[config.mk]
export PLATFORM = sky130hd
export DESIGN_NAME = antialiased_line_rasterizer_top_flat
export DESIGN_NICKNAME = d
export VERILOG_FILES = /design/src/rtl/core/alr_pkg.sv /design/src/rtl/core/alr_if.sv /design/src/rtl/core/alr_ctrl.sv /design/src/rtl/core/alr_dp.sv /design/src/rtl/core/antialiased_line_rasterizer_top.sv /design/src/flat_wrapper.sv
export SDC_FILE = /design/constraint.sdc
export NUM_CORES = 1
export LEC_CHECK = 0
export ABC_CLOCK_PERIOD_IN_PS = 9400
export BUFFER_PORTS_ARGS = -buffer_cell sky130_fd_sc_hd__buf_4
export CAP_MARGIN = 20
export CORE_MARGIN = 10
export CORE_UTILIZATION = 44
export DETAILED_ROUTE_END_ITERATION = 7
export SLEW_MARGIN = 30
export SYNTH_ARGS = -nofsm -noshare
export SYNTH_HDL_FRONTEND = slang
export SYNTH_HIERARCHICAL = 1
export SYNTH_SLANG_ARGS = --single-unit
[constraint.sdc]
create_clock -name clk -period 9.4 [get_ports clk]
set_clock_uncertainty 0.1 [all_clocks]
set_input_delay 0.94 -clock clk [delete_from_list [all_inputs] [get_ports clk]]
set_output_delay 0.94 -clock clk [all_outputs]
set_load 0.01 [all_outputs]
[src/rtl/core/alr_pkg.sv]
// Shared types and constants of the antialiased line rasterizer.
`timescale 1ns / 1ps
`default_nettype none

package alr_pkg;

  // Fixed field widths of the channels
  localparam int COORD_W    = 12;
  localparam int COLOR_W    = 8;
  localparam int PIX_X_W    = 14;
  localparam int PIX_Y_W    = 13;
  localparam int PIX_C_W    = 9;
  localparam int WEIGHT_W   = 8;

  // Configuration registers
  localparam int IB_W       = 4;
  localparam int LVL_W      = 9;
  localparam int CFG_IDX_W  = 1;
  localparam int CFG_DATA_W = 9;

  localparam logic [CFG_IDX_W-1:0] CFG_INTENSITY = 1'b0;
  localparam logic [CFG_IDX_W-1:0] CFG_LEVELS    = 1'b1;

  localparam logic [IB_W-1:0]  IB_RESET  = 4'd8;
  localparam logic [IB_W-1:0]  IB_MAX    = 4'd8;
  localparam logic [LVL_W-1:0] LVL_RESET = 9'd256;

  // Input command codes
  localparam logic CMD_START = 1'b0;
  localparam logic CMD_STEP  = 1'b1;

  // Line kinds
  localparam logic [2:0] MODE_HORIZ = 3'd0;
  localparam logic [2:0] MODE_VERT  = 3'd1;
  localparam logic [2:0] MODE_DIAG  = 3'd2;
  localparam logic [2:0] MODE_XMAJ  = 3'd3;
  localparam logic [2:0] MODE_YMAJ  = 3'd4;

  // Controller to datapath
  typedef struct packed {
    logic start;     // take a new line from the input beat
    logic step;      // advance the current line
    logic pair;      // emit the second pixel of a weighted pair
    logic div_step;  // one quotient bit of the error step
    logic load;      // capture a pixel into the output register
  } alr_cmd_t;

  // Datapath to controller
  typedef struct packed {
    logic active;     // a line is in progress
    logic start_div;  // the line on the input needs an error step
    logic pair_next;  // the next step emits a weighted pair
    logic div_last;   // last quotient bit this cycle
  } alr_stat_t;

endpackage

`default_nettype wire

[src/rtl/core/alr_if.sv]
// Valid/ready channel interfaces for input beats and pixel beats.
`timescale 1ns / 1ps
`default_nettype none

interface alr_in_if;
  import alr_pkg::*;

  logic               valid;
  logic               ready;
  logic               command;
  logic [COORD_W-1:0] start_x;
  logic [COORD_W-1:0] start_y;
  logic [COORD_W-1:0] end_x;
  logic [COORD_W-1:0] end_y;
  logic [COLOR_W-1:0] base_color;

  modport source (
    output valid, command, start_x, start_y, end_x, end_y, base_color,
    input  ready
  );
  modport sink (
    input  valid, command, start_x, start_y, end_x, end_y, base_color,
    output ready
  );
endinterface

interface alr_out_if;
  import alr_pkg::*;

  logic                      valid;
  logic                      ready;
  logic signed [PIX_X_W-1:0] pixel_x;
  logic        [PIX_Y_W-1:0] pixel_y;
  logic        [PIX_C_W-1:0] pixel_color;
  logic                      line_done;

  modport source (
    output valid, pixel_x, pixel_y, pixel_color, line_done,
    input  ready
  );
  modport sink (
    input  valid, pixel_x, pixel_y, pixel_color, line_done,
    output ready
  );
endinterface

`default_nettype wire

[src/rtl/core/alr_ctrl.sv]
// Controller: handshakes, output valid and the sequence of line commands.
`timescale 1ns / 1ps
`default_nettype none

module alr_ctrl import alr_pkg::*; (
  input  wire logic      clk,
  input  wire logic      rst_n,
  input  wire logic      in_valid,
  input  wire logic      in_command,
  output logic           in_ready,
  output logic           out_valid,
  input  wire logic      out_ready,
  output alr_cmd_t       cmd,
  input  wire alr_stat_t st
);

  localparam logic [1:0] ST_IDLE = 2'd0;
  localparam logic [1:0] ST_DIV  = 2'd1;
  localparam logic [1:0] ST_PAIR = 2'd2;

  logic [1:0] state_r, state_nxt;
  logic       out_valid_r, out_valid_nxt;
  logic       out_free;
  logic       in_acc;

  assign out_free = !out_valid_r || out_ready;
  assign in_ready = (state_r == ST_IDLE) && out_free;
  assign in_acc   = in_valid && in_ready;

  always_comb begin
    cmd          = '0;
    cmd.start    = in_acc && (in_command == CMD_START);
    cmd.step     = in_acc && (in_command == CMD_STEP);
    cmd.pair     = (state_r == ST_PAIR) && out_free;
    cmd.div_step = (state_r == ST_DIV);
    cmd.load     = cmd.start || (cmd.step && st.active) || cmd.pair;
  end

  always_comb begin
    state_nxt = state_r;
    case (state_r)
      ST_IDLE: begin
        if (cmd.start && st.start_div) begin
          state_nxt = ST_DIV;
        end else if (cmd.step && st.pair_next) begin
          state_nxt = ST_PAIR;
        end
      end
      ST_DIV: begin
        if (st.div_last) begin
          state_nxt = ST_IDLE;
        end
      end
      ST_PAIR: begin
        if (out_free) begin
          state_nxt = ST_IDLE;
        end
      end
      default: state_nxt = ST_IDLE;
    endcase
  end

  always_comb begin
    out_valid_nxt = out_valid_r;
    if (cmd.load) begin
      out_valid_nxt = 1'b1;
    end else if (out_ready) begin
      out_valid_nxt = 1'b0;
    end
  end

  always_ff @(posedge clk) begin
    if (!rst_n) begin
      state_r     <= ST_IDLE;
      out_valid_r <= 1'b0;
    end else begin
      state_r     <= state_nxt;
      out_valid_r <= out_valid_nxt;
    end
  end

  assign out_valid = out_valid_r;

endmodule

`default_nettype wire

[src/rtl/core/alr_dp.sv]
// Datapath: line state, error step divider, stepping and pixel output register.
`timescale 1ns / 1ps
`default_nettype none

module alr_dp import alr_pkg::*; #(
  parameter int COORD_BITS = 12,
  parameter int ERROR_BITS = 16
) (
  input  wire logic               clk,
  input  wire logic               rst_n,
  input  wire alr_cmd_t           cmd,
  output alr_stat_t               st,
  input  wire logic [COORD_W-1:0] start_x,
  input  wire logic [COORD_W-1:0] start_y,
  input  wire logic [COORD_W-1:0] end_x,
  input  wire logic [COORD_W-1:0] end_y,
  input  wire logic [COLOR_W-1:0] base_color,
  input  wire logic [IB_W-1:0]    intensity_bits,
  input  wire logic [LVL_W-1:0]   num_levels,
  output logic signed [PIX_X_W-1:0] pixel_x,
  output logic [PIX_Y_W-1:0]      pixel_y,
  output logic [PIX_C_W-1:0]      pixel_color,
  output logic                    line_done
);

  localparam int CB    = COORD_BITS;
  localparam int CW    = COORD_BITS + 1;
  localparam int EB    = ERROR_BITS;
  localparam int EXW   = (CB > COORD_W) ? CB : COORD_W;
  localparam int XW    = (CW > PIX_X_W) ? CW : PIX_X_W;
  localparam int YW    = (CW > PIX_Y_W) ? CW : PIX_Y_W;
  localparam int CNT_W = $clog2(ERROR_BITS + 1);
  localparam int SH_W  = $clog2(ERROR_BITS + 1);

  // Line state
  logic              active_r, active_nxt;
  logic [2:0]        mode_r, mode_nxt;
  logic [CW-1:0]     cur_x_r, cur_x_nxt;
  logic [CW-1:0]     cur_y_r, cur_y_nxt;
  logic [CB-1:0]     fin_x_r, fin_x_nxt;
  logic [CB-1:0]     fin_y_r, fin_y_nxt;
  logic              neg_r, neg_nxt;
  logic [CB-1:0]     steps_r, steps_nxt;
  logic [EB-1:0]     acc_r, acc_nxt;
  logic [EB-1:0]     adj_r, adj_nxt;
  logic [COLOR_W-1:0] color_r, color_nxt;
  // Divider
  logic [CB-1:0]     den_r, den_nxt;
  logic [CB-1:0]     rem_r, rem_nxt;
  logic [CNT_W-1:0]  cnt_r, cnt_nxt;
  // Output register
  logic [PIX_X_W-1:0] px_r, px_nxt;
  logic [PIX_Y_W-1:0] py_r, py_nxt;
  logic [PIX_C_W-1:0] pc_r, pc_nxt;
  logic               pd_r, pd_nxt;

  // Start decode
  logic [EXW-1:0] sx_e, sy_e, ex_e, ey_e;
  logic [CB-1:0]  x0, y0, x1, y1, ax, ay, bx, by;
  logic [CB-1:0]  dx, dy, major, minor, s_steps;
  logic           s_neg, s_point, s_wtd;
  logic [2:0]     s_mode;

  assign sx_e = EXW'(start_x);
  assign sy_e = EXW'(start_y);
  assign ex_e = EXW'(end_x);
  assign ey_e = EXW'(end_y);
  assign x0   = sx_e[CB-1:0];
  assign y0   = sy_e[CB-1:0];
  assign x1   = ex_e[CB-1:0];
  assign y1   = ey_e[CB-1:0];

  always_comb begin
    // run the line top to bottom
    if (y0 > y1) begin
      ax = x1; ay = y1; bx = x0; by = y0;
    end else begin
      ax = x0; ay = y0; bx = x1; by = y1;
    end
    s_neg   = bx < ax;
    dx      = s_neg ? (ax - bx) : (bx - ax);
    dy      = by - ay;
    s_point = (dx == '0) && (dy == '0);
    s_wtd   = (dx != '0) && (dy != '0) && (dx != dy);
    major   = (dy > dx) ? dy : dx;
    minor   = (dy > dx) ? dx : dy;
    if (dy == '0) begin
      s_mode  = MODE_HORIZ;
      s_steps = dx;
    end else if (dx == '0) begin
      s_mode  = MODE_VERT;
      s_steps = dy;
    end else if (dx == dy) begin
      s_mode  = MODE_DIAG;
      s_steps = dy;
    end else begin
      s_mode  = (dy > dx) ? MODE_YMAJ : MODE_XMAJ;
      s_steps = major - CB'(1);
    end
  end

  // Stepping
  logic          wtd;
  logic [CW-1:0] x_dir, x_adv, y_adv;
  logic [CB-1:0] steps_dec;
  logic [EB-1:0] acc_sum;
  logic          turn;
  logic [CW-1:0] u_x, u_y, w_x, w_y;

  assign wtd       = (mode_r inside {MODE_XMAJ, MODE_YMAJ});
  assign x_dir     = neg_r ? '1 : CW'(1);
  assign x_adv     = cur_x_r + x_dir;
  assign y_adv     = cur_y_r + CW'(1);
  assign steps_dec = (steps_r != '0) ? (steps_r - CB'(1)) : '0;
  assign acc_sum   = acc_r + adj_r;
  // an unchanged accumulator counts as a turnover
  assign turn      = acc_sum <= acc_r;

  always_comb begin
    u_x = (mode_r == MODE_VERT) ? cur_x_r : x_adv;
    u_y = (mode_r == MODE_HORIZ) ? cur_y_r : y_adv;
    if (mode_r == MODE_YMAJ) begin
      w_x = turn ? x_adv : cur_x_r;
      w_y = y_adv;
    end else begin
      w_x = x_adv;
      w_y = turn ? y_adv : cur_y_r;
    end
  end

  // Weighting from the top bits of the accumulator
  logic [IB_W-1:0]    ib;
  logic [SH_W-1:0]    shamt;
  logic [EB-1:0]      acc_src, acc_sh;
  logic [WEIGHT_W-1:0] wgt;
  logic [PIX_C_W-1:0] cmask, col_w, col_c, col_b;

  assign ib      = (intensity_bits > IB_MAX) ? IB_MAX : intensity_bits;
  assign shamt   = SH_W'(ERROR_BITS) - SH_W'(ib);
  assign acc_src = cmd.pair ? acc_r : acc_sum;
  assign acc_sh  = acc_src >> shamt;
  assign wgt     = acc_sh[WEIGHT_W-1:0];
  assign cmask   = num_levels - LVL_W'(1);
  assign col_b   = PIX_C_W'(color_r);
  assign col_w   = col_b + PIX_C_W'(wgt);
  assign col_c   = col_b + (PIX_C_W'(wgt) ^ cmask);

  // Divider: one quotient bit a cycle
  logic [CB:0] div_sh;
  logic        div_ge;

  assign div_sh = {rem_r, 1'b0};
  assign div_ge = div_sh >= {1'b0, den_r};

  // Pixel candidates widened before trimming to the output fields
  logic [XW-1:0] ox;
  logic [YW-1:0] oy;

  always_comb begin
    active_nxt = active_r;
    mode_nxt   = mode_r;
    cur_x_nxt  = cur_x_r;
    cur_y_nxt  = cur_y_r;
    fin_x_nxt  = fin_x_r;
    fin_y_nxt  = fin_y_r;
    neg_nxt    = neg_r;
    steps_nxt  = steps_r;
    acc_nxt    = acc_r;
    adj_nxt    = adj_r;
    color_nxt  = color_r;
    den_nxt    = den_r;
    rem_nxt    = rem_r;
    cnt_nxt    = cnt_r;
    ox         = XW'(cur_x_r);
    oy         = YW'(cur_y_r);
    pc_nxt     = col_b;
    pd_nxt     = 1'b0;

    if (cmd.start) begin
      active_nxt = !s_point;
      mode_nxt   = s_mode;
      cur_x_nxt  = CW'(ax);
      cur_y_nxt  = CW'(ay);
      fin_x_nxt  = bx;
      fin_y_nxt  = by;
      neg_nxt    = s_neg;
      steps_nxt  = s_steps;
      acc_nxt    = '0;
      adj_nxt    = '0;
      color_nxt  = base_color;
      den_nxt    = major;
      rem_nxt    = minor;
      cnt_nxt    = s_wtd ? CNT_W'(ERROR_BITS) : '0;
      ox         = XW'(ax);
      oy         = YW'(ay);
      pc_nxt     = PIX_C_W'(base_color);
      pd_nxt     = s_point;
    end else if (cmd.step && active_r) begin
      if (!wtd) begin
        cur_x_nxt  = u_x;
        cur_y_nxt  = u_y;
        steps_nxt  = steps_dec;
        active_nxt = steps_dec != '0;
        ox         = XW'(u_x);
        oy         = YW'(u_y);
        pd_nxt     = steps_dec == '0;
      end else if (steps_r == '0) begin
        // exact final endpoint
        active_nxt = 1'b0;
        ox         = XW'(fin_x_r);
        oy         = YW'(fin_y_r);
        pd_nxt     = 1'b1;
      end else begin
        steps_nxt = steps_dec;
        acc_nxt   = acc_sum;
        cur_x_nxt = w_x;
        cur_y_nxt = w_y;
        ox        = XW'(w_x);
        oy        = YW'(w_y);
        pc_nxt    = col_w;
      end
    end else if (cmd.pair) begin
      // neighbor across the minor axis, complement weighting
      if (mode_r == MODE_YMAJ) begin
        ox = XW'(cur_x_r) + (neg_r ? '1 : XW'(1));
      end else begin
        oy = YW'(cur_y_r) + YW'(1);
      end
      pc_nxt = col_c;
    end else if (cmd.div_step) begin
      rem_nxt = div_ge ? CB'(div_sh - {1'b0, den_r}) : CB'(div_sh);
      adj_nxt = {adj_r[EB-2:0], div_ge};
      cnt_nxt = cnt_r - CNT_W'(1);
    end
  end

  assign px_nxt = ox[PIX_X_W-1:0];
  assign py_nxt = oy[PIX_Y_W-1:0];

  always_ff @(posedge clk) begin
    if (!rst_n) begin
      active_r <= 1'b0;
      cnt_r    <= '0;
    end else begin
      active_r <= active_nxt;
      cnt_r    <= cnt_nxt;
    end
  end

  always_ff @(posedge clk) begin
    mode_r  <= mode_nxt;
    cur_x_r <= cur_x_nxt;
    cur_y_r <= cur_y_nxt;
    fin_x_r <= fin_x_nxt;
    fin_y_r <= fin_y_nxt;
    neg_r   <= neg_nxt;
    steps_r <= steps_nxt;
    acc_r   <= acc_nxt;
    adj_r   <= adj_nxt;
    color_r <= color_nxt;
    den_r   <= den_nxt;
    rem_r   <= rem_nxt;
    if (cmd.load) begin
      px_r <= px_nxt;
      py_r <= py_nxt;
      pc_r <= pc_nxt;
      pd_r <= pd_nxt;
    end
  end

  always_comb begin
    st           = '0;
    st.active    = active_r;
    st.start_div = s_wtd;
    st.pair_next = active_r && wtd && (steps_r != '0);
    st.div_last  = cnt_r == CNT_W'(1);
  end

  assign pixel_x     = $signed(px_r);
  assign pixel_y     = py_r;
  assign pixel_color = pc_r;
  assign line_done   = pd_r;

endmodule

`default_nettype wire

[src/rtl/core/antialiased_line_rasterizer_top.sv]
// Top level of the antialiased line rasterizer: configuration, controller and datapath.
`timescale 1ns / 1ps
`default_nettype none

// Wu antialiased line generator. A start beat (command 0) orders the endpoints top to
// bottom and emits the first pixel in the cycle after it is taken; X-major and Y-major
// lines then run an iterative restoring divider (one quotient bit per cycle) to form
// the error step, during which no input beat is taken. A step beat (command 1) emits
// one pixel on straight lines and on the final endpoint; on weighted lines it emits a
// pixel pair through the single output register, taking no input beat until the second
// is loaded. A step while no line is active is taken and emits nothing. The output
// register lets a new beat in while it drains in the same cycle. The user must write
// intensity_bits and num_levels via the cfg port only while idle; it is not enforced.
module antialiased_line_rasterizer_top import alr_pkg::*; #(
  parameter int COORD_BITS = 12,
  parameter int ERROR_BITS = 16
) (
  input  wire logic                  clk,
  input  wire logic                  rst_n,
  alr_in_if.sink                     in_ch,
  alr_out_if.source                  out_ch,
  input  wire logic                  cfg_we,
  input  wire logic [CFG_IDX_W-1:0]  cfg_index,
  input  wire logic [CFG_DATA_W-1:0] cfg_data
);

  logic [IB_W-1:0]  intensity_r;
  logic [LVL_W-1:0] levels_r;

  always_ff @(posedge clk) begin
    if (!rst_n) begin
      intensity_r <= IB_RESET;
      levels_r    <= LVL_RESET;
    end else if (cfg_we) begin
      case (cfg_index)
        CFG_INTENSITY: intensity_r <= cfg_data[IB_W-1:0];
        CFG_LEVELS:    levels_r    <= cfg_data[LVL_W-1:0];
        default:       ;
      endcase
    end
  end

  alr_cmd_t  cmd;
  alr_stat_t st;

  alr_ctrl u_ctrl (
    .clk        (clk),
    .rst_n      (rst_n),
    .in_valid   (in_ch.valid),
    .in_command (in_ch.command),
    .in_ready   (in_ch.ready),
    .out_valid  (out_ch.valid),
    .out_ready  (out_ch.ready),
    .cmd        (cmd),
    .st         (st)
  );

  alr_dp #(
    .COORD_BITS (COORD_BITS),
    .ERROR_BITS (ERROR_BITS)
  ) u_dp (
    .clk            (clk),
    .rst_n          (rst_n),
    .cmd            (cmd),
    .st             (st),
    .start_x        (in_ch.start_x),
    .start_y        (in_ch.start_y),
    .end_x          (in_ch.end_x),
    .end_y          (in_ch.end_y),
    .base_color     (in_ch.base_color),
    .intensity_bits (intensity_r),
    .num_levels     (levels_r),
    .pixel_x        (out_ch.pixel_x),
    .pixel_y        (out_ch.pixel_y),
    .pixel_color    (out_ch.pixel_color),
    .line_done      (out_ch.line_done)
  );

endmodule

`default_nettype wire

[src/flat_wrapper.sv]
// flat-port wrapper written by rule: the top's interface ports become plain ports
module antialiased_line_rasterizer_top_flat import alr_pkg::*;
#(
  parameter int COORD_BITS = 12,
  parameter int ERROR_BITS = 16
)
  (clk, rst_n, cfg_we, cfg_index, cfg_data, in_ch_valid, in_ch_command, in_ch_start_x, in_ch_start_y, in_ch_end_x, in_ch_end_y, in_ch_base_color, in_ch_ready, out_ch_valid, out_ch_pixel_x, out_ch_pixel_y, out_ch_pixel_color, out_ch_line_done, out_ch_ready);
  alr_in_if in_ch_i ();
  alr_out_if out_ch_i ();
  input  wire logic clk;
  input  wire logic rst_n;
  input  wire logic cfg_we;
  input  wire logic [CFG_IDX_W-1:0] cfg_index;
  input  wire logic [CFG_DATA_W-1:0] cfg_data;
  input wire logic [$bits(in_ch_i.valid)-1:0] in_ch_valid;
  input wire logic [$bits(in_ch_i.command)-1:0] in_ch_command;
  input wire logic [$bits(in_ch_i.start_x)-1:0] in_ch_start_x;
  input wire logic [$bits(in_ch_i.start_y)-1:0] in_ch_start_y;
  input wire logic [$bits(in_ch_i.end_x)-1:0] in_ch_end_x;
  input wire logic [$bits(in_ch_i.end_y)-1:0] in_ch_end_y;
  input wire logic [$bits(in_ch_i.base_color)-1:0] in_ch_base_color;
  output wire logic [$bits(in_ch_i.ready)-1:0] in_ch_ready;
  output wire logic [$bits(out_ch_i.valid)-1:0] out_ch_valid;
  output wire logic [$bits(out_ch_i.pixel_x)-1:0] out_ch_pixel_x;
  output wire logic [$bits(out_ch_i.pixel_y)-1:0] out_ch_pixel_y;
  output wire logic [$bits(out_ch_i.pixel_color)-1:0] out_ch_pixel_color;
  output wire logic [$bits(out_ch_i.line_done)-1:0] out_ch_line_done;
  input wire logic [$bits(out_ch_i.ready)-1:0] out_ch_ready;
  assign in_ch_i.valid = in_ch_valid;
  assign in_ch_i.command = in_ch_command;
  assign in_ch_i.start_x = in_ch_start_x;
  assign in_ch_i.start_y = in_ch_start_y;
  assign in_ch_i.end_x = in_ch_end_x;
  assign in_ch_i.end_y = in_ch_end_y;
  assign in_ch_i.base_color = in_ch_base_color;
  assign in_ch_ready = in_ch_i.ready;
  assign out_ch_valid = out_ch_i.valid;
  assign out_ch_pixel_x = out_ch_i.pixel_x;
  assign out_ch_pixel_y = out_ch_i.pixel_y;
  assign out_ch_pixel_color = out_ch_i.pixel_color;
  assign out_ch_line_done = out_ch_i.line_done;
  assign out_ch_i.ready = out_ch_ready;
  antialiased_line_rasterizer_top #(.COORD_BITS(COORD_BITS), .ERROR_BITS(ERROR_BITS)) u_core (.clk(clk), .rst_n(rst_n), .in_ch(in_ch_i), .out_ch(out_ch_i), .cfg_we(cfg_we), .cfg_index(cfg_index), .cfg_data(cfg_data));
endmodule
Word-level counts from Yosys, hierarchy flattened. Index checks and enable logic that the tools add are counted.

Bits of input ports: 72. Output and inout port bits: 39. Word-level logic and storage cells: 194. Bits in registers: 189.

Shift operators: 1. $lt $le $gt $ge: 6. Reductions and logical operators: 43. Bitwise logic cells: 6. Equality and inequality tests: 16. Muxes and demuxes: 78. Add/subtract/negate cells: 15.

Operators by type and width (number): 2-to-1 mux 12 bit (26); 2-to-1 mux 13 bit (18); 2-to-1 mux 14 bit (4); zero test 12 bit (4); nonzero test 12 bit (4); subtractor 12 bit (4); 2-to-1 mux 9 bit (4); 2-to-1 mux 5 bit (5); greater-than comparator 12 bit (2); subtractor 12 x 1 -> 12 bit (second input constant) (2); adder 16 bit (1); less-or-equal comparator 16 bit (1); 2-to-1 mux 16 bit (1); >> shifter 16 x 5 -> 8 bit (1); adder 13 x 14 -> 14 bit (1); adder 13 x 1 -> 13 bit (second input constant) (1); adder 13 bit (1); greater-or-equal comparator 13 x 12 -> 1 bit (1); logical AND 1 bit (13); == test 12 bit (1); < comparator 12 bit (1); != test 12 bit (1); AND reduction 3 bit (4); 2-to-1 mux 1 bit (11); other kinds (31) (53).

Depth between registers and ports, before layout. Gate-level depths: netlist of run 1.

Word-level depth: 11. Depth in mapped cells: 44. Gate-level depth less buffers: 33.

Modules after synthesis. Netlist of run 1, hierarchy kept.

By module, submodules not included: alr_dp (sequential area each 4794.6 um^2, times used 1, cells an instance 2077, area each 16922.5 um^2); antialiased_line_rasterizer_top (sequential area each 260.2 um^2, times used 1, cells an instance 56, area each 528.0 um^2); alr_ctrl (sequential area each 60.1 um^2, times used 1, cells an instance 27, area each 261.5 um^2).

Least setup slack after synthesis of run 1. No wires, ideal clock.

Path type: input to register. Start point: in in_ch_end_y[9]. End point: reg u_core.u_dp.steps_r[10], data pin. Data required time: 9.039 ns. Slack: 0.052 ns. Data arrival time: 8.987 ns. Buffers on the path: 11. Library setup time: 0.261 ns. Stages on the path: 41. Cells stage by stage: inv_1 > ha_1 > a211oi_1 > o211ai_2 > and2_1 > buf_4 > o21ai_4 > buf_6 > buf_6 > buf_2 > clkbuf_1 > clkbuf_1 > a21oi_1 > ha_1 > inv_1 > o2111a_1 > o221ai_2 > o21ai_2 > [... 5 more ...] > and3_1 > nand2_1 > a21oi_1 > a2111oi_0 > nand2b_1 > clkbuf_1 > clkbuf_1 > clkbuf_1 > clkbuf_1 > nand2_1 > o21ai_0 > ha_1 > inv_1 > a31oi_1 > nand4_1 > nor3_1 > xor2_1 > a221o_1.

Cells in the longest elaborated chain, start to end: 11. Elaborated cells between the ends (all ways): 20. Classes of those cells: add/sub: 4; order compare: 3; eq/ne: 1; mux: 10; reduce/logical: 2.

RTL lines: start, declared (RTL line flat_wrapper.sv:20) `input wire logic [$bits(in_ch_i.end_y)-1:0] in_ch_end_y;`; greater-than comparator 12 bit (RTL line alr_dp.sv:75) `if (y0 > y1) begin`; 2-to-1 mux 12 bit (RTL line alr_dp.sv:75); subtractor 12 bit or < comparator 12 bit (tied branches) (RTL line alr_dp.sv:81, alr_dp.sv:80); 2-to-1 mux 12 bit (RTL line alr_dp.sv:81) `dx = s_neg ? (ax - bx) : (bx - ax);`; greater-than comparator 12 bit (RTL line alr_dp.sv:85) `major = (dy > dx) ? dy : dx;`; 2-to-1 mux 12 bit (RTL line alr_dp.sv:85); subtractor 12 x 1 -> 12 bit (RTL line alr_dp.sv:98) `s_steps = major - CB'(1);`; 2-to-1 mux 12 bit (RTL line alr_dp.sv:93) `end else if (dx == dy) begin`; 2-to-1 mux 12 bit (RTL line alr_dp.sv:90) `end else if (dx == '0) begin`; 2-to-1 mux 12 bit (*) (RTL line alr_dp.sv:87) `if (dy == '0) begin`; 2-to-1 mux 12 bit (*) (RTL line alr_dp.sv:179) `if (cmd.start) begin`; via u_core.u_dp.steps_nxt[10] (RTL line alr_dp.sv:43) `logic [CB-1:0] steps_r, steps_nxt;`; end signal, assigned (RTL line alr_dp.sv:257) `steps_r <= steps_nxt;`; end, declared (RTL line alr_dp.sv:43).

Mark *: on every way through the listed nets, which the timed path passes. The rest lies on a longest branch. A chain may end at the register's enable or synchronous reset.

Worst setup path after layout of run 1.
Start point: in in_ch_end_y[7]. End point: reg u_core.u_dp.steps_r[10], data pin.

Same word-level chain as after synthesis.

==> results of run 1 <==
## through the flow
stage	util, %	area [um^2]
3_3_place_gp	47.70	18950
3_5_place_dp	47.72	18960
6_report	49.19	19540
4_1_cts	49.15	19530
5_1_grt	49.19	19540
2_1_floorplan	-	17710
## worst reg2reg max path: cells and delay by family, from the launching register on
family	cells	cell delay, ps
AND/OR/NAND/NOR	6	590
AO/OA/AOI/OAI	12	2790
adder cells (fa/ha/maj)	4	1310
XOR/XNOR	2	270
flip-flops	1	390
multiplexers	3	930
## layout make-up
type	instances	area share, %
sequential	189	26.17
timing repair buffer	146	5.673
tap	525	3.361
clock buffer	19	2.215
multi-input combinational	1732	59.66
clock inverter	13	0.7107
inverter	115	2.209
## cell families after synthesis
kind of cell / share of synthesized area, %
muxes: 5.531
buffers and inverters: 5.680
and+or+nand+nor: 20.85
DFF: 28.88
xor gates and xnor gates: 7.064
AOI/OAI and AO/OA: 23.26
adders and majority gates: 8.731
## per-layer routing
metal / global-route usage [%] / share of wire [%] / vias to the layer above
met3: 3.701 / 6.6 / 79
met5: 0 / 0 / -
met2: 37.58 / 46 / 543
li1: - / - / 7939
met4: 7.776 / 2.7 / 0
met1: 31.17 / 45 / 7863
## cell usage after synthesis, types with 16 or more instances
cell	count	area, um^2
a211oi_1	41	307.8
a21boi_0	20	150.1
a21o_1	27	202.7
a21oi_1	166	830.8
a31oi_1	26	162.7
and2_1	17	106.4
and3_1	30	187.7
buf_1	16	60.06
clkbuf_1	80	300.3
dfxtp_1	56	1121
edfxtp_1	133	3994
ha_1	106	1326
inv_1	110	412.9
mux2i_1	57	570.6
nand2_1	317	1190
nand2b_1	32	200.2
nand3_1	33	165.2
nand4_1	24	150.1
nor2_1	162	608.1
nor2b_1	36	225.2
nor3_1	47	235.2
o211ai_1	33	247.7
o21a_1	17	127.6
o21ai_0	119	595.6
o21ai_1	16	80.08
xnor2_1	74	648.1
xor2_1	67	586.8
## flip-flops by register name, indices dropped and copies added, names as in the netlist, 2 cells and up
signal                   count
u_core/u_dp/fin_x_r         12
u_core/u_dp/cnt_r            5
u_core/u_dp/cur_x_r         13
u_core/u_dp/color_r          8
u_core/levels_r              9
u_core/u_dp/pixel_color      9
u_core/u_dp/adj_r           16
u_core/u_dp/den_r           12
u_core/u_ctrl/state_r        2
u_core/u_dp/rem_r           12
u_core/u_dp/mode_r           3
u_core/u_dp/pixel_y         13
u_core/u_dp/fin_y_r         12
u_core/u_dp/steps_r         12
u_core/u_dp/cur_y_r         13
u_core/u_dp/acc_r           16
u_core/intensity_r           4
u_core/u_dp/pixel_x         14
## path summary, 6_finish.rpt
kind,cells past startpoint,slack [ps],from,end
setup / recovery,33,990,in_ch_end_y[7],u_core/u_dp/steps_r[10]$_DFFE_PP_
hold / removal,2,380,u_core/u_dp/adj_r[13]$_SDFFE_PP0P_,u_core/u_dp/adj_r[14]$_SDFFE_PP0P_
setup reg to reg,27,2750,u_core/u_dp/adj_r[0]$_SDFFE_PP0P_,u_core/u_dp/pixel_color[8]$_SDFFCE_PP0P_
hold reg to reg,2,380,u_core/u_dp/adj_r[13]$_SDFFE_PP0P_,u_core/u_dp/adj_r[14]$_SDFFE_PP0P_
## power breakdown
part / total [mW] / switching, mW / internal (mW)
Sequential: 1.11 / 0.0720 / 1.04
Clock: 0.734 / 0.341 / 0.393
Combinational: 1.74 / 1.08 / 0.660
Total: 3.59 / 1.49 / 2.09
==> impl_metrics.yaml, run 1 <==
place:
  io_buffers: 110
  place_inst: 2707
  hpwl_um: 43120
  gp_congestion: 0.9522
  place_ws_ps: 652.1
detailed_routing:
  antenna_left: 0
  totalWireLength_um: 56850
  vias: 16420
  viasPerCell: 5.996
  first_pass_iters: 6
  first_iter_violations: 1416
  drc: 0
  post_drt_wl_per_cell_um: 20.76
cells_and_area:
  final_cells: 2739
  layout-drive-gt1-share_pct: 11.88
  seqCellArea_mm2: 0.005115
  fin_nets: 2384
  n_antenna_cell: 0
  areaGrowthSynthToFinish_pct: 10.33
  mostFrequentLayoutCells: "nand2_1, a21oi_1, nor2_1, buf_4, edfxtp_1"
  final_common_cell: "nand2_1"
  fillerInstances: 3869
  multi_input_area_mm2: 0.01166
global_route:
  grt_max_degree: 186
  overflow: 0
  grt_pass1_vias: 15470
  antenna_found_initial: 0
  track_usage_pct: 23.27
  grt_pass1_wl_um: 88960
power:
  total_power_mw: 3.585
  p_leak_nw: 7.699
  power_density_mw_per_mm2: 183.4
  ir_drop_mv: 0.1154
clocking:
  clk_pin_slew_ps: 70
  h-tree-depth: 4
  cts_sinks: 189
  hold_buffers: 0
  post_cts.repair.setup_buffers: 0
  tritoncts: "yes"
  root_buffer: "clkbuf_16"
  cts_resized: 0
  clock_latency_ps: 470
  cts_buffer_depth: 2
  numCtsBuffers: 17
synthesis:
  synth-edff-count: 133
  ys_seq_area_share_pct: 28.88
  syn_area_mm2: 0.01771
  synth_warnings: 6
  ys.flop_type: "edfxtp_1"
  netlist-cell-type-count: 111
  syn_nets: 2343
  synthCells: 2160
  synth-seq-cells: 189
  async_flop_share_pct: 0
  syn_avg_cell_area_um2: 8.200
sta:
  fin_ws_ps: 993.3
  holdWs_ps: 375.1
  tightest_slew_ps: 953.6
  fin_crit_ps: 8407
  slew_headroom_pct: 36.24
  finalSetupTns_ps: 0
  period_share_pct: 89.43
  final_hold_viol_count: 0
  timing.fmax_mhz: 119.0
  setup_viol: 0
  rsz0062_at_grt: "false"
  drv_slew: 0
critical_path:
  cp_num_buf_inv: 6
  cp_slowest_stage_delay_ps: 500
  criticalPathCategory: "in -> reg"
  worstPathRequired_ps: 9520
  cp_top_family: "compound AO/OA/AOI/OAI gates"
  critPathSlowestCell: "xnor2_1"
  critPathLaunchType: "primary input"
  cp-end-kind: "flip-flop"
  crit_arrival_ps: 8530
  cp_max_fo: 29
die:
  fp-row-count: 73
  die_x_um: 220.6
  num_io_pins: 111
  dieArea_mm2: 0.04868
  fp.dieH_um: 220.6
  core_mm2: 0.03973
  initial_utilization_pct: 44.58
flow_run:
  maxCapViolCount: 0
hold_path:
  worst_hold_path_type: "reg -> reg"
status:
  status: "complete, no violations"
(Power assumes the default switching activity.)
==> inputs of run 2 (changes only) <==
--- a/config.mk
+++ b/config.mk
@@ -11,6 +11,7 @@
 export CORE_MARGIN = 10
 export CORE_UTILIZATION = 44
 export DETAILED_ROUTE_END_ITERATION = 7
+export RECOVER_POWER = 100
 export SLEW_MARGIN = 30
 export SYNTH_ARGS = -nofsm -noshare
 export SYNTH_HDL_FRONTEND = slang
==> run 2 against run 1 <==
The run now ends with capacitance limit, slew limit left; critical path depth shrank 3; flip-flop and latch count is the same; clock-buffer cell count is the same; register-to-register slack lost 210 ps; design area shrank 1.5%; maximum frequency shrank 3.5%; power shrank 0.53%; final cell count is the same; non-clock buffer count is the same; sequential power is essentially flat; setup slack lost 300 ps; critical endpoint unchanged; largest power group unchanged; highest routed layer unchanged.
==> impl_metrics.yaml, run 2 (same netlist as run 1, synthesis figures left out) <==
status:
  status: "complete, but fails checks"
  violations: "capacitance limit, slew limit"
critical_path:
  cp_max_fo: 29
  timing.rr.start: "u_core/u_dp/adj_r[0]$_SDFFE_PP0P_"
  critPathLaunchType: "primary input"
  criticalPathCategory: "in -> reg"
  crit_arrival_ps: 8820
  crit_top_cell: "nand2_1"
  cp_top_family: "compound AO/OA/AOI/OAI gates"
  r2r_cells: 20
  critPathSlowestCell: "a21oi_4"
  timing.rr.end: "u_core/u_dp/cur_x_r[8]$_DFFE_PP_"
  cp_slowest_stage_delay_ps: 690
  worstPathRequired_ps: 9510
  cp-end-kind: "flip-flop"
  cp_num_buf_inv: 6
  rrSetupSlack_ps: 2540
sta:
  finalSetupTns_ps: 0
  holdWs_ps: 374.8
  final_hold_viol_count: 0
  slew_headroom_pct: -183.4
  tightest_slew_ps: 4251
  fin_ws_ps: 690.4
  period_share_pct: 92.66
  timing.fmax_mhz: 114.8
  rsz0062_at_grt: "false"
  setup_viol: 0
  drv_slew: 310
  fin_crit_ps: 8710
power:
  power_density_mw_per_mm2: 185.3
  total_power_mw: 3.566
  ir_drop_mv: 0.1151
  p_leak_nw: 7.466
hold_path:
  hold_depth: 2
  worst_hold_path_type: "reg -> reg"
  hold_start: "u_core/u_dp/adj_r[13]$_SDFFE_PP0P_"
  hold-path-endpoint: "u_core/u_dp/adj_r[14]$_SDFFE_PP0P_"
cells_and_area:
  final_common_cell: "nand2_1"
  fillerInstances: 3951
  mostFrequentLayoutCells: "nand2_1, a21oi_1, nor2_1, edfxtp_1, o21ai_0"
  areaGrowthSynthToFinish_pct: 8.668
  layout-drive-gt1-share_pct: 8.717
  n_antenna_cell: 0
  fin_nets: 2384
die:
  fp-row-count: 73
  core_mm2: 0.03973
  fp.dieH_um: 220.6
  die_x_um: 220.6
  initial_utilization_pct: 44.58
  num_io_pins: 111
  dieArea_mm2: 0.04868
detailed_routing:
  viasPerCell: 5.993
  drc: 0
  vias: 16420
  first_iter_violations: 1475
  antenna_left: 0
  totalWireLength_um: 56870
  post_drt_wl_per_cell_um: 20.76
  first_pass_iters: 5
clocking:
  cts_sinks: 189
  post_cts.repair.setup_buffers: 0
  root_buffer: "clkbuf_16"
  hold_buffers: 0
  h-tree-depth: 4
  numCtsBuffers: 17
  cts_resized: 0
  cts_buffer_depth: 2
  clock_latency_ps: 470
  tritoncts: "yes"
  clk_pin_slew_ps: 70
global_route:
  grt_pass1_wl_um: 88960
  antenna_found_initial: 0
  overflow: 0
  grt_max_degree: 186
  grt_pass1_vias: 15470
  track_usage_pct: 23.27
place:
  gp_congestion: 0.9522
  place_ws_ps: 652.1
  io_buffers: 110
  hpwl_um: 43120
flow_run:
  maxCapViolCount: 5
==> run 2: changes by cell type in the layout (fill, tap and decap cells not counted), moves of 3 or more <==
cell,before,now
buf_4,145,87
clkbuf_1,2,56
o21ai_0,118,130
o21ai_1,15,6
clkbuf_4,0,4
and2_0,1,4
and2_1,17,14
==> run 2: metrics by stage <==
stage | std cells | util [%] | cell area, um^2
2_1_floorplan | 2160 | - | 17710
3_3_place_gp | 2707 | 47.70 | 18950
3_5_place_dp | 2707 | 47.72 | 18960
4_1_cts | 2739 | 49.15 | 19530
5_1_grt | 2739 | 48.44 | 19250
6_report | 2739 | 48.44 | 19250
==> run 2: worst max path at each step <==
stage,from,to,depth (start not counted)
floorplan,in_ch_end_y[9],u_core/u_dp/steps_r[10]$_DFFE_PP_,41
global placement,in_ch_end_y[7],u_core/u_dp/steps_r[9]$_DFFE_PP_,33
detailed placement,in_ch_end_y[7],u_core/u_dp/steps_r[10]$_DFFE_PP_,33
CTS,in_ch_end_y[7],u_core/u_dp/steps_r[10]$_DFFE_PP_,33
global route,in_ch_end_y[7],u_core/u_dp/steps_r[11]$_DFFE_PP_,29
finish,in_ch_end_y[7],u_core/u_dp/steps_r[10]$_DFFE_PP_,30
==> run 2: layout make-up <==
| cell class | count | area, um^2 | area share [%] |
|---|---|---|---|
| flip-flops and latches | 189 | 5115 | 26.57 |
| multi-input cells | 1732 | 11580 | 60.17 |
| inverters | 115 | 431.7 | 2.243 |
| clock inverters | 13 | 138.9 | 0.7216 |
| well taps | 525 | 656.9 | 3.413 |
| clock buffers | 19 | 432.9 | 2.249 |
| repair buffers | 146 | 890.9 | 4.628 |
==> run 2: per-layer routing <==
layer	vias to the layer above	part of all wire, %	track usage (%)
li1	7930	-	-
met1	7851	45	31.17
met2	554	46	37.58
met3	81	6.1	3.701
met4	0	2.7	7.776
met5	-	0	0
==> run 2: worst register-to-register path, stage by stage, from the launching register on <==
cell      delay [ps]
dfxtp_1          470
ha_1             250
a21o_1           140
a21oi_1          120
o21a_1           230
o211a_1          260
o31ai_1          650
mux2i_1          290
and2_1           210
xnor2_1          140
ha_1             280
nand2_1           80
nor2_1            50
nand4_1           90
nand3_1           80
o21ai_0          440
and2_0           950
or2_0           1160
nor2_1           120
a211oi_1         270
a21oi_1           80
==> run 2: where the power goes <==
part	internal, mW	switching [mW]
sequential	1.04	0.0715
clock	0.393	0.343
combinational	0.644	1.07
total	2.08	1.49
==> inputs of run 3 (changes only) <==
--- a/config.mk
+++ b/config.mk
@@ -15,5 +15,4 @@
 export SLEW_MARGIN = 30
 export SYNTH_ARGS = -nofsm -noshare
 export SYNTH_HDL_FRONTEND = slang
-export SYNTH_HIERARCHICAL = 1
 export SYNTH_SLANG_ARGS = --single-unit
==> run 3 against run 2 <==
Clock power increased by 3.9%; setup slack improved by 140 ps; highest routed layer unchanged; worst hold slack improved by 5.8 ps; flip-flop and latch count did not move; clock-buffer cell count stayed put; register-to-register slack lost 1000 ps; power shrank 0.18%; sequential power barely moved; the run still ends with capacitance limit, slew limit left; design area shrank 3.0%; die area is 3.8% lower; synthesized area shrank 4.1%; combinational power about the same.
==> impl_metrics.yaml, run 3 <==
place:
  dpl_cell_area_mm2: 0.01833
  hpwl_um: 43060
  io_buffers: 110
  gp_congestion: 0.9575
  place_inst: 2675
sta:
  tightest_slew_ps: 3039
  rsz0062_at_grt: "false"
  period_share_pct: 91.17
  drv_slew: 271
  final_hold_viol_count: 0
  setup_viol: 0
  timing.fmax_mhz: 116.7
  fin_crit_ps: 8570
  slew_headroom_pct: -102.6
  finalSetupTns_ps: 0
synthesis:
  muxShareOfSynthArea_pct: 4.561
  synth_adder_area_share_pct: 8.695
  netlist-cell-type-count: 90
  syn_area_mm2: 0.01698
  synth_compound_area_share_pct: 23.27
  synth-edff-count: 133
  syn_avg_cell_area_um2: 7.987
  ys.flop_type: "edfxtp_1"
  yosys.area_share.xor_xnor_pct: 6.963
  yosys-top-cells-count: "nand2_1, nor2_1, a21oi_1, o21ai_0, edfxtp_1"
  yosysMostFrequentCell: "nand2_1"
  ys_seq_area_share_pct: 30.12
  synth_top_area_share_pct: 23.52
  async_flop_share_pct: 0
  synth_warnings: 0
  synth_top_family_by_area: "compound AO/OA/AOI/OAI gates"
  synthTopCellsByArea: "edfxtp_1, ha_1, nand2_1"
  synth_simple_gate_area_share_pct: 21.35
  syn_nets: 2309
  synthCells: 2126
  synth-seq-cells: 189
  synth_area_leader_cell: "edfxtp_1"
die:
  num_io_pins: 111
  fp-row-count: 71
  initial_utilization_pct: 44.87
  fp.dieH_um: 216.4
  core_mm2: 0.03784
  die_x_um: 216.4
  dieArea_mm2: 0.04685
critical_path:
  timing.rr.end: "u_core.u_ctrl.out_valid$_SDFFE_PN0P_"
  cp_slowest_stage_delay_ps: 810
  cp_num_buf_inv: 4
  cp_top_family: "compound AO/OA/AOI/OAI gates"
  timing.rr.start: "u_core.u_ctrl.out_valid$_SDFFE_PN0P_"
  critPathLaunchType: "primary input"
  cp_max_fo: 20
  criticalPathCategory: "in -> reg"
  crit_end: "u_core.u_dp.steps_r[11]$_DFFE_PP_"
  r2r_cells: 8
  worstSetupStartpoint: "in_ch_end_y[7]"
  rrSetupSlack_ps: 1540
  path_depth: 25
  cp-end-kind: "flip-flop"
  critPathSlowestCell: "a211oi_1"
  crit_arrival_ps: 8680
  worstPathRequired_ps: 9510
cells_and_area:
  fillerInstances: 3835
  final_cells: 2707
  stdcell_area_mm2: 0.01867
  n_antenna_cell: 0
  finalCoreUtilization_pct: 49.34
  mostFrequentLayoutCells: "nand2_1, nor2_1, a21oi_1, o21ai_0, edfxtp_1"
  areaGrowthSynthToFinish_pct: 9.955
  final_common_cell: "nand2_1"
  fin_nets: 2366
  layout-drive-gt1-share_pct: 7.377
clocking:
  cts_buffer_depth: 2
  cts_sinks: 189
  tritoncts: "yes"
  hold_buffers: 0
  cts_resized: 0
  clock_latency_ps: 450
  root_buffer: "clkbuf_16"
  post_cts.repair.setup_buffers: 0
  h-tree-depth: 4
  numCtsBuffers: 17
  clk_pin_slew_ps: 70
detailed_routing:
  post_drt_wl_per_cell_um: 20.91
  drc: 0
  vias: 16110
  first_iter_violations: 1375
  antenna_left: 0
  viasPerCell: 5.952
  first_pass_iters: 6
  totalWireLength_um: 56600
global_route:
  antenna_found_initial: 1
  grt_pass1_vias: 15180
  overflow: 0
  grt_pass1_wl_um: 87780
  grt_max_degree: 61
  track_usage_pct: 23.48
hold_path:
  worst_hold_path_type: "reg -> reg"
power:
  total_power_mw: 3.560
  p_leak_nw: 7.305
  ir_drop_mv: 0.1213
  power_density_mw_per_mm2: 190.7
flow_run:
  maxCapViolCount: 6
status:
  status: "complete, but fails checks"
  violations: "capacitance limit, slew limit"
run 3: changes by cell type in the layout (fill, tap and decap cells not counted), sizes merged, moves of 9 or more:
cell	change
nand3	+29
nor2	+26
a31oi	+20
xor2	-19
nand2	-17
o21ai	+16
o31a	-12
xnor2	+12
a21o	+10
and3	-10
inv	-9
o22ai	+9
run 3: metal layers:
layer | part of all wire, % | global-route usage (%)
met3 | 5.4 | 3.370
met1 | 46 | 31.74
met5 | 0 | 0
met2 | 47 | 38.06
met4 | 2.3 | 7.038
run 3: tightest hold or removal path, stage by stage (launching register included):
cell and delay, ps:
dfxtp_1 330, nand2_1 60, a21oi_1 50
run 3: how the worst min path moves through the flow:
| stage | startpoint | to | depth (start not counted) |
|---|---|---|---|
| floorplan | u_core.u_dp.adj_r[9]$_SDFFE_PP0P_ | u_core.u_dp.adj_r[10]$_SDFFE_PP0P_ | 2 |
| global placement | u_core.u_dp.cur_y_r[12]$_SDFFE_PP0P_ | u_core.u_dp.cur_y_r[12]$_SDFFE_PP0P_ | 1 |
| detailed placement | u_core.u_dp.acc_r[10]$_SDFFE_PP0P_ | u_core.u_dp.acc_r[10]$_SDFFE_PP0P_ | 2 |
| CTS | u_core.u_dp.acc_r[10]$_SDFFE_PP0P_ | u_core.u_dp.acc_r[10]$_SDFFE_PP0P_ | 2 |
| global route | u_core.u_dp.adj_r[9]$_SDFFE_PP0P_ | u_core.u_dp.adj_r[10]$_SDFFE_PP0P_ | 2 |
| finish | u_core.u_dp.acc_r[10]$_SDFFE_PP0P_ | u_core.u_dp.acc_r[10]$_SDFFE_PP0P_ | 2 |
run 3: logic make-up (layout without fill, tap and decap cells):
| kind of cell | count (synthesis) | in the layout |
|---|---|---|
| buffers and inverters | 216 | 286 |
| DFF | 189 | 189 |
| and+or+nand+nor | 780 | 780 |
| muxes | 67 | 67 |
| xor gates and xnor gates | 135 | 135 |
| adders and majority gates | 116 | 116 |
| AOI/OAI and AO/OA | 623 | 623 |
run 3: through the flow:
stage,hold WS [ps],setup slack (ps)
3_5_place_dp,366.9,809.7
4_1_cts,378.9,1287
6_report,380.5,829.9
5_1_grt,411.8,333.2
2_1_floorplan,350.6,1015
3_3_place_gp,363.4,1029
run 3: cell type report:
cell class	instances	area [um^2]	share of cell area, %
clock inverters	13	161.4	0.8645
flip-flops and latches	189	5115	27.40
multi-input cells	1721	11000	58.91
clock buffers	19	452.9	2.426
repair buffers	148	904.6	4.845
well taps	511	639.4	3.424
inverters	106	399.1	2.138
run 3: report_power, final:
group	internal, mW	switching (mW)
clock	0.434	0.331
sequential	1.05	0.0723
combinational	0.625	1.05
total	2.10	1.45
